$ cat config.mk
export PLATFORM = sky130hd
export DESIGN_NAME = shell_command_tokenizer
export DESIGN_NICKNAME = d
export VERILOG_FILES = /design/src/rtl/sct_pkg.sv /design/src/rtl/sct_decode.sv /design/src/rtl/sct_burst.sv /design/src/rtl/shell_command_tokenizer.sv
export SDC_FILE = /design/constraint.sdc
export NUM_CORES = 1
export LEC_CHECK = 0
export BUFFER_PORTS_ARGS = -buffer_cell sky130_fd_sc_hd__buf_2
export CAP_MARGIN = 40
export CORE_MARGIN = 1.5
export CORE_UTILIZATION = 40
export DETAILED_ROUTE_END_ITERATION = 7
export HOLD_SLACK_MARGIN = 0.05
export PLACE_DENSITY_LB_ADDON = 0.08
export SETUP_SLACK_MARGIN = 0.5
export SLEW_MARGIN = 5
export SYNTH_ARGS = -nofsm -noshare
export SYNTH_HDL_FRONTEND = slang
export SYNTH_SLANG_ARGS = --single-unit
$ cat constraint.sdc
create_clock -name clk_i -period 9.05 [get_ports clk_i]
set_clock_uncertainty 0.1 [all_clocks]
set_input_delay 0.4525 -clock clk_i [delete_from_list [all_inputs] [get_ports clk_i]]
set_output_delay 0.4525 -clock clk_i [all_outputs]
set_load 0.005 [all_outputs]
$ cat src/rtl/sct_pkg.sv
// Types, character codes and helper functions of the shell command tokenizer.
package sct_pkg;

  localparam int unsigned MaxResults = 4;
  localparam int unsigned CntW       = $clog2(MaxResults + 1);
  localparam int unsigned IdxW       = $clog2(MaxResults);

  typedef enum logic [3:0] {
    K_CHAR    = 4'd0,
    K_WEND    = 4'd1,
    K_PIPE    = 4'd2,
    K_OR      = 4'd3,
    K_AND     = 4'd4,
    K_OUT     = 4'd5,
    K_APPEND  = 4'd6,
    K_IN      = 4'd7,
    K_HEREDOC = 4'd8,
    K_LPAREN  = 4'd9,
    K_RPAREN  = 4'd10,
    K_EOL     = 4'd11
  } kind_e;

  typedef enum logic [2:0] {
    PEND_NONE = 3'd0,
    PEND_PIPE = 3'd1,
    PEND_AMP  = 3'd2,
    PEND_GT   = 3'd3,
    PEND_LT   = 3'd4
  } pend_e;

  localparam logic [7:0] ChPipe  = 8'h7C;
  localparam logic [7:0] ChAmp   = 8'h26;
  localparam logic [7:0] ChGt    = 8'h3E;
  localparam logic [7:0] ChLt    = 8'h3C;
  localparam logic [7:0] ChLpar  = 8'h28;
  localparam logic [7:0] ChRpar  = 8'h29;
  localparam logic [7:0] ChSpace = 8'h20;
  localparam logic [7:0] ChNul   = 8'h00;
  localparam logic [7:0] ChTab   = 8'h09;
  localparam logic [7:0] ChCr    = 8'h0D;

  typedef struct packed {
    kind_e      kind;
    logic [7:0] ch;
  } tok_t;

  typedef struct packed {
    logic [CntW-1:0]             num;
    tok_t [MaxResults-1:0]       tok;
  } burst_t;

  function automatic pend_e op_code(logic [7:0] c);
    pend_e p;
    case (c)
      ChPipe:  p = PEND_PIPE;
      ChAmp:   p = PEND_AMP;
      ChGt:    p = PEND_GT;
      ChLt:    p = PEND_LT;
      default: p = PEND_NONE;
    endcase
    return p;
  endfunction

  function automatic logic is_space(logic [7:0] c);
    return (c == ChNul) || (c == ChSpace) || ((c >= ChTab) && (c <= ChCr));
  endfunction

  // Single form exists for | > < only; a lone & and unknown codes give nothing.
  function automatic logic has_single(pend_e p);
    return (p == PEND_PIPE) || (p == PEND_GT) || (p == PEND_LT);
  endfunction

  function automatic kind_e single_kind(pend_e p);
    kind_e k;
    case (p)
      PEND_GT: k = K_OUT;
      PEND_LT: k = K_IN;
      default: k = K_PIPE;
    endcase
    return k;
  endfunction

  function automatic kind_e double_kind(pend_e p);
    kind_e k;
    case (p)
      PEND_AMP: k = K_AND;
      PEND_GT:  k = K_APPEND;
      PEND_LT:  k = K_HEREDOC;
      default:  k = K_OR;
    endcase
    return k;
  endfunction

  // Append one token to a burst; drop it once the burst is full.
  function automatic burst_t push(burst_t b, kind_e k, logic [7:0] c);
    burst_t r;
    r = b;
    if (r.num < CntW'(MaxResults)) begin
      r.tok[r.num[IdxW-1:0]].kind = k;
      r.tok[r.num[IdxW-1:0]].ch   = (k == K_CHAR) ? c : 8'd0;
      r.num = r.num + CntW'(1);
    end
    return r;
  endfunction

endpackage

$ cat src/rtl/sct_decode.sv
// Byte classifier: holds lexer state and builds the token burst of one item.
module sct_decode
  import sct_pkg::*;
(
  input  logic       clk_i,
  input  logic       rst_ni,
  input  logic       acc_i,
  input  logic [7:0] byte_i,
  input  logic       fin_i,
  output burst_t     burst_o
);

  pend_e  pend_q, pend_d;
  logic   word_q, word_d;
  burst_t b;
  pend_e  pc;
  logic   consumed;

  always_comb begin
    b        = '0;
    pend_d   = pend_q;
    word_d   = word_q;
    consumed = 1'b0;
    pc       = op_code(byte_i);

    // Resolve a waiting operator: double form eats this byte.
    if (pend_q != PEND_NONE) begin
      if (pc == pend_q) begin
        b        = push(b, double_kind(pend_q), 8'd0);
        consumed = 1'b1;
      end else if (has_single(pend_q)) begin
        b = push(b, single_kind(pend_q), 8'd0);
      end
      pend_d = PEND_NONE;
    end

    if (!consumed) begin
      if (is_space(byte_i)) begin
        if (word_d) b = push(b, K_WEND, 8'd0);
        word_d = 1'b0;
      end else if (pc != PEND_NONE) begin
        if (word_d) b = push(b, K_WEND, 8'd0);
        word_d = 1'b0;
        pend_d = pc;
      end else if (byte_i == ChLpar) begin
        if (word_d) b = push(b, K_WEND, 8'd0);
        word_d = 1'b0;
        b      = push(b, K_LPAREN, 8'd0);
      end else if (byte_i == ChRpar) begin
        if (word_d) b = push(b, K_WEND, 8'd0);
        word_d = 1'b0;
        b      = push(b, K_RPAREN, 8'd0);
      end else begin
        b      = push(b, K_CHAR, byte_i);
        word_d = 1'b1;
      end
    end

    // Final byte: flush operator, close word, mark end of line.
    if (fin_i) begin
      if (has_single(pend_d)) b = push(b, single_kind(pend_d), 8'd0);
      if (word_d) b = push(b, K_WEND, 8'd0);
      b      = push(b, K_EOL, 8'd0);
      pend_d = PEND_NONE;
      word_d = 1'b0;
    end
  end

  assign burst_o = b;

  always_ff @(posedge clk_i or negedge rst_ni) begin
    if (!rst_ni) begin
      pend_q <= PEND_NONE;
      word_q <= 1'b0;
    end else if (acc_i) begin
      pend_q <= pend_d;
      word_q <= word_d;
    end
  end

endmodule

$ cat src/rtl/sct_burst.sv
// Result register: holds one item's tokens and drains them one per cycle while out_ready_i is high.
module sct_burst
  import sct_pkg::*;
(
  input  logic   clk_i,
  input  logic   rst_ni,
  input  logic   in_valid_i,
  output logic   in_ready_o,
  input  burst_t burst_i,
  output logic   out_valid_o,
  input  logic   out_ready_i,
  output tok_t   tok_o,
  output logic   last_o
);

  tok_t [MaxResults-1:0] tok_q;
  logic [CntW-1:0]       rem_q;
  logic [IdxW-1:0]       idx_q;
  logic                  load;
  logic                  pop;

  assign out_valid_o = (rem_q != '0);
  assign pop         = out_valid_o && out_ready_i;
  // Take a new item once the held burst is empty or its final token leaves now.
  assign in_ready_o  = (rem_q == '0) || ((rem_q == CntW'(1)) && out_ready_i);
  assign load        = in_valid_i && in_ready_o;
  assign tok_o       = tok_q[idx_q];
  assign last_o      = (rem_q == CntW'(1));

  always_ff @(posedge clk_i or negedge rst_ni) begin
    if (!rst_ni) begin
      rem_q <= '0;
      idx_q <= '0;
    end else if (load) begin
      rem_q <= burst_i.num;
      idx_q <= '0;
    end else if (pop) begin
      rem_q <= rem_q - CntW'(1);
      idx_q <= idx_q + IdxW'(1);
    end
  end

  always_ff @(posedge clk_i) begin
    if (load) begin
      tok_q <= burst_i.tok;
    end
  end

endmodule

$ cat src/rtl/shell_command_tokenizer.sv
// Shell command tokenizer top level. One byte of a command line enters per item;
// the byte is classified against the current lexer state (waiting operator, open
// word) and the item's tokens, zero to four of them, are loaded into a result
// register in the same cycle. That register drives the output port and hands out
// one token per cycle while out_ready_i is high, with last set on the final token
// of the item. Plain word text streams at one byte per clock while out_ready_i is
// high; an item that yields more tokens (up to four, e.g. a closing byte that
// flushes a pending operator and an open word and adds the end-of-line token)
// holds the input until the single output port has drained the result register.
// A new item is taken in the same cycle the previous burst hands out its last
// token. Waiting | & > < decide their single or double form on the next byte;
// a lone & gives no token. The end_req byte leaves the lexer in its reset state.
module shell_command_tokenizer
  import sct_pkg::*;
(
  input  logic       clk_i,
  input  logic       rst_ni,
  input  logic       in_valid_i,
  output logic       in_ready_o,
  input  logic [7:0] byte_req_i,
  input  logic       end_req_i,
  output logic       out_valid_o,
  input  logic       out_ready_i,
  output logic [3:0] kind_o,
  output logic [7:0] char_out_o,
  output logic       last_o
);

  burst_t burst;
  tok_t   tok;
  logic   in_acc;

  // Advance the lexer state only on an accepted item.
  assign in_acc = in_valid_i && in_ready_o;

  sct_decode u_decode (
    .clk_i   (clk_i),
    .rst_ni  (rst_ni),
    .acc_i   (in_acc),
    .byte_i  (byte_req_i),
    .fin_i   (end_req_i),
    .burst_o (burst)
  );

  sct_burst u_burst (
    .clk_i       (clk_i),
    .rst_ni      (rst_ni),
    .in_valid_i  (in_valid_i),
    .in_ready_o  (in_ready_o),
    .burst_i     (burst),
    .out_valid_o (out_valid_o),
    .out_ready_i (out_ready_i),
    .tok_o       (tok),
    .last_o      (last_o)
  );

  assign kind_o     = tok.kind;
  assign char_out_o = tok.ch;

endmodule

# Word level (Yosys, flattened, before mapping)
# Index checks and enable logic that the tools add are counted.
# totals
ff_bits,57
inputBits,13
out_inout_bits,15
elab_cells,173
# classes
add_sub_neg,8
n_lt_le_gt_ge,21
eq_ne,16
muxes,93
reduce_logical,23
# ops
operator,n
$mux W51,29
$bwmux W48,14
$demux W12 S2,12
$mux W12,7
$mux W49,1
$eq A8 B6 Y1 const B,6
$mux W8,6
$bmux W12 S2,1
$lt A2 B3 Y1 const B,7
$mux W3,7
$add A3 B1 Y3 const B,6
$lt A3 B3 Y1 const B,6
$ge A2 B1 Y1 const B,6
$pmux W3 S2,2
$pmux W3 S4,1
$pmux W4 S3,1
$logic_and A1 B1 Y1,10
$eq A3 B1 Y1 const B,3
$eq A3 B2 Y1 const B,3
$reduce_bool A3 Y1,3
$eq A8 B7 Y1 const B,1
$ge A8 B4 Y1 const B,1
$le A8 B4 Y1 const B,1
$logic_not A8 Y1,1
other kinds (10),26

# Depth between registers and ports, before layout
# depth
word_depth,58
ltp_mapped,18
ltp_nobuf,17

# Modules after synthesis
# From an unflattened synthesis, not the netlist that was laid out.
# unflattened
hier_cells,350
area_unflattened_um2,3847.4
# by_module_without_submodules
module,n_inst,cells_per_inst,area_each_um2,seq_area_each_um2
sct_burst,1,97,2070.7,1566.5
sct_decode,1,252,1770.4,100.1
shell_command_tokenizer,1,1,6.3,0.0

# Least setup slack after synthesis
# Ideal clock, no wire load.
# synth_path
kind,input to register
from,input port byte_req_i[7]
to,"register u_burst.tok_q[4] (netlist name), data pin"
setup_time_ns,0.256
arrival_time_ns,3.989
required_time_ns,8.694
path_slack_ns,4.705
stages,15
n_path_buf,0
cell_sequence,or3b_4 -> nor3_2 -> a31oi_1 -> ha_1 -> a311o_1 -> a21oi_4 -> ha_1 -> nand2_1 -> o21ai_1 -> ha_1 -> and2_1 -> a211oi_1 -> a32o_1 -> o21ai_1 -> and4_1
# synth_rtl
item,line_no,rtl
from (decl),shell_command_tokenizer.sv:20,"input logic [7:0] byte_req_i,"
to (signal assigned),sct_burst.sv:45,tok_q <= burst_i.tok;
to (decl),sct_burst.sv:16,tok_t [MaxResults-1:0] tok_q;

==> run summary <==
run status -> completed
fmax -> 0.204 GHz
Num CTS Buffers -> 5
Final nets -> 367
crit path time final -> 4.89 ns
Die X -> 90.7 um
critical path depth in cells -> 16
# resized after CTS -> 0
RSZ-0062 raised after global routing -> false
most frequent cell after synthesis -> edfxtp_1
Cell variety after synth -> 67
DR pass1 iterations -> 5
# Post-CTS Setup Buffers -> 0
Core Area -> 7330 um^2
initial core utilization -> 0.419
cell taking the most area after synthesis -> edfxtp_1
global-route wire length before repair -> 12800 um
cell mode on critical path -> ha_1
antenna cell count -> 0
top cell type's share of synthesized area -> 0.313
port bufs -> 27
CTS tree -> done
post-route ant nets -> 0
list of most frequent post-synthesis cells -> edfxtp_1 (32), nor2_1 (26), nand2_1 (24)
WHS Path Cells -> 3
via count -> 2573
max incr delay on CP -> 0.52 ns
Mean Syn Cell Area -> 9.63 um^2
clock slew at reported path FFs -> 0.07 ns
Post-Syn Area -> 3070 um^2
largest net degree at the start of global routing -> 30
ratio of cells with drive above 1 in the final layout -> 0.157
clock buffer depth -> 2
Rows -> 31
Synth async-reset ratio -> 0.220
htree depth -> 2
Flop pwr share -> 0.459
Crit. End Element -> flip-flop
initial antenna violation count -> 0
area grow syn2layout -> 9.69%
final WL -> 7960 um
Critical Path RT -> 8.99 ns
Crit path max-delay family -> compound AO/OA/AOI/OAI gates
critical path peak fanout -> 11
# clock sinks -> 41
critical path's slowest cell -> a211oi_1
hold buffers post-CTS -> 1
top post-synthesis cells by area -> edfxtp_1 (31%), dfrtp_1 (7.3%), ha_1 (6.5%)
worst reg-to-reg path cell count -> 14
P_sw -> 218 uW
Final period util -> 0.541
Post-DP HPWL -> 5910 um
Clock Latency Late Sink -> 0.28 ns
I/O pin count -> 28
Overflow after GRT -> 0
Worst-Margin Slew -> 0.827 ns
worst hold margin -> 0.391 ns
gr usage total -> 0.197
Root Buffer -> clkbuf_8
sw frac -> 0.346
register area share after synthesis -> 0.386
Final Hold Fails -> 0
Vert. Die Dim -> 90.7 um
setup TNS -> 0 ns
Max Slew Vio Count -> 0
Worst Path Arrival -> 4.83 ns
EDFF count, synth -> 32
final setup fails -> 0
Placer Congestion -> 0.891
PwrDens -> 187 nW/um^2
Max IR drop VDD -> 0.0695 mV
critical-path cell list -> buf_2, or3b_4, nor3_2, a31oi_1, ha_1, a311o_1, a21oi_4, ha_1, nand2_1, o21ai_1, ha_1, and2_1, a211oi_1, a32o_1, a21boi_1, and2_1
syn_nets -> 348
worst path bufs/invs -> 1
worst hold path class -> input pin to flip-flop
Initial DRC Count -> 307
Max-slew headroom -> 0.449
vias in the first global route -> 2358
# Max-Cap Violations -> 0
Ys Warns -> 0
Seq cells post-synth -> 41
Routed wire per std cell -> 18.2 um
Int Pwr -> 411 uW
top_reg_cell synth -> edfxtp_1
clock network power share -> 0.188
crit path kind -> input pin to flip-flop
die area -> 8220 um^2
leakage dissipation -> 0.00133 uW
# DRC -> 0
number of cells produced by synthesis -> 319
type of origin of the critical path -> input pin
Comb pwr share -> 0.353
Via density -> 5.89
## per-stage QoR
step	utilization	std cells	setup WS (ns)	power (uW)	instance area, um^2
floorplan	-	319	4.71	437	3070
global placement	0.445	428	3.99	512	3270
CTS	0.460	437	4.24	636	3370
detailed placement	0.446	429	3.94	516	3270
finish	0.460	437	4.16	629	3370
global route	0.460	437	3.95	673	3370
## area by class of cell
type	count	area, um^2
timing repair buffer	30	158
tap	99	124
clock buffer	6	82.6
clock inverter	1	7.51
multi-input combinational	246	1760
fill	709	3960
sequential	41	1190
inverter	14	52.6
## power by group through the flow
stage                     registers (uW)  clock network (uW)  logic (uW)
final                                289                 118         222
after global routing                 296                 129         248
after CTS                            290                 122         223
after detailed placement             294                   0         222
after global placement               292                   0         220
after floorplan                      263                   0         174
## layout by cell type (no fill, tap or decap), drive strengths merged, types with 6 or more instances in the layout
cell     n
a21oi   19
a22o     6
and2    19
and3     9
buf     29
clkbuf   6
dfrtp    9
edfxtp  32
ha      16
inv     14
mux2i    8
nand2   24
nand3    7
nor2    26
nor2b    6
nor3     9
o21ai   19
o22ai    6
## routing by layer
layer	GRT usage	share of wire	wire length [um]
met1	0.284	0.47	3770
met2	0.296	0.44	3540
met3	0.0345	0.060	475
met4	0.0688	0.022	173
met5	0	0	0
## worst min-delay path, stage by stage
cell and delay (ns):
buf_2 0.11, nand2_1 0.05, a32o_1 0.12
## state kept, by name, summed over array words and instances (netlist names)
register / cells
u_burst.tok_q: 32
u_burst.rem_q: 3
u_decode.pend_q: 3
u_burst.idx_q: 2
u_decode.word_q: 1
## logic make-up after synthesis
group / synth area share
multiplexers: 0.0627
buffers and inverters: 0.0411
AND/OR/NAND/NOR: 0.230
flip-flops: 0.386
XOR/XNOR: 0.0252
AO/OA/AOI/OAI: 0.190
adder cells (fa/ha/maj): 0.0651
## final timing paths
kind / startpoint / to / slack, ns
setup / recovery: byte_req_i[6] / u_burst.tok_q[1] / 4.16
hold / removal: out_ready_i / u_burst.rem_q[2] / 0.39
setup reg to reg: u_decode.pend_q[1] / u_burst.tok_q[1] / 4.18
hold reg to reg: u_burst.rem_q[2] / u_burst.rem_q[2] / 0.47
max in group asynchronous: rst_ni / u_burst.rem_q[0] / 8.23
min in group asynchronous: rst_ni / u_burst.rem_q[1] / 0.44
Note: power is estimated with default switching activity, not from simulation.
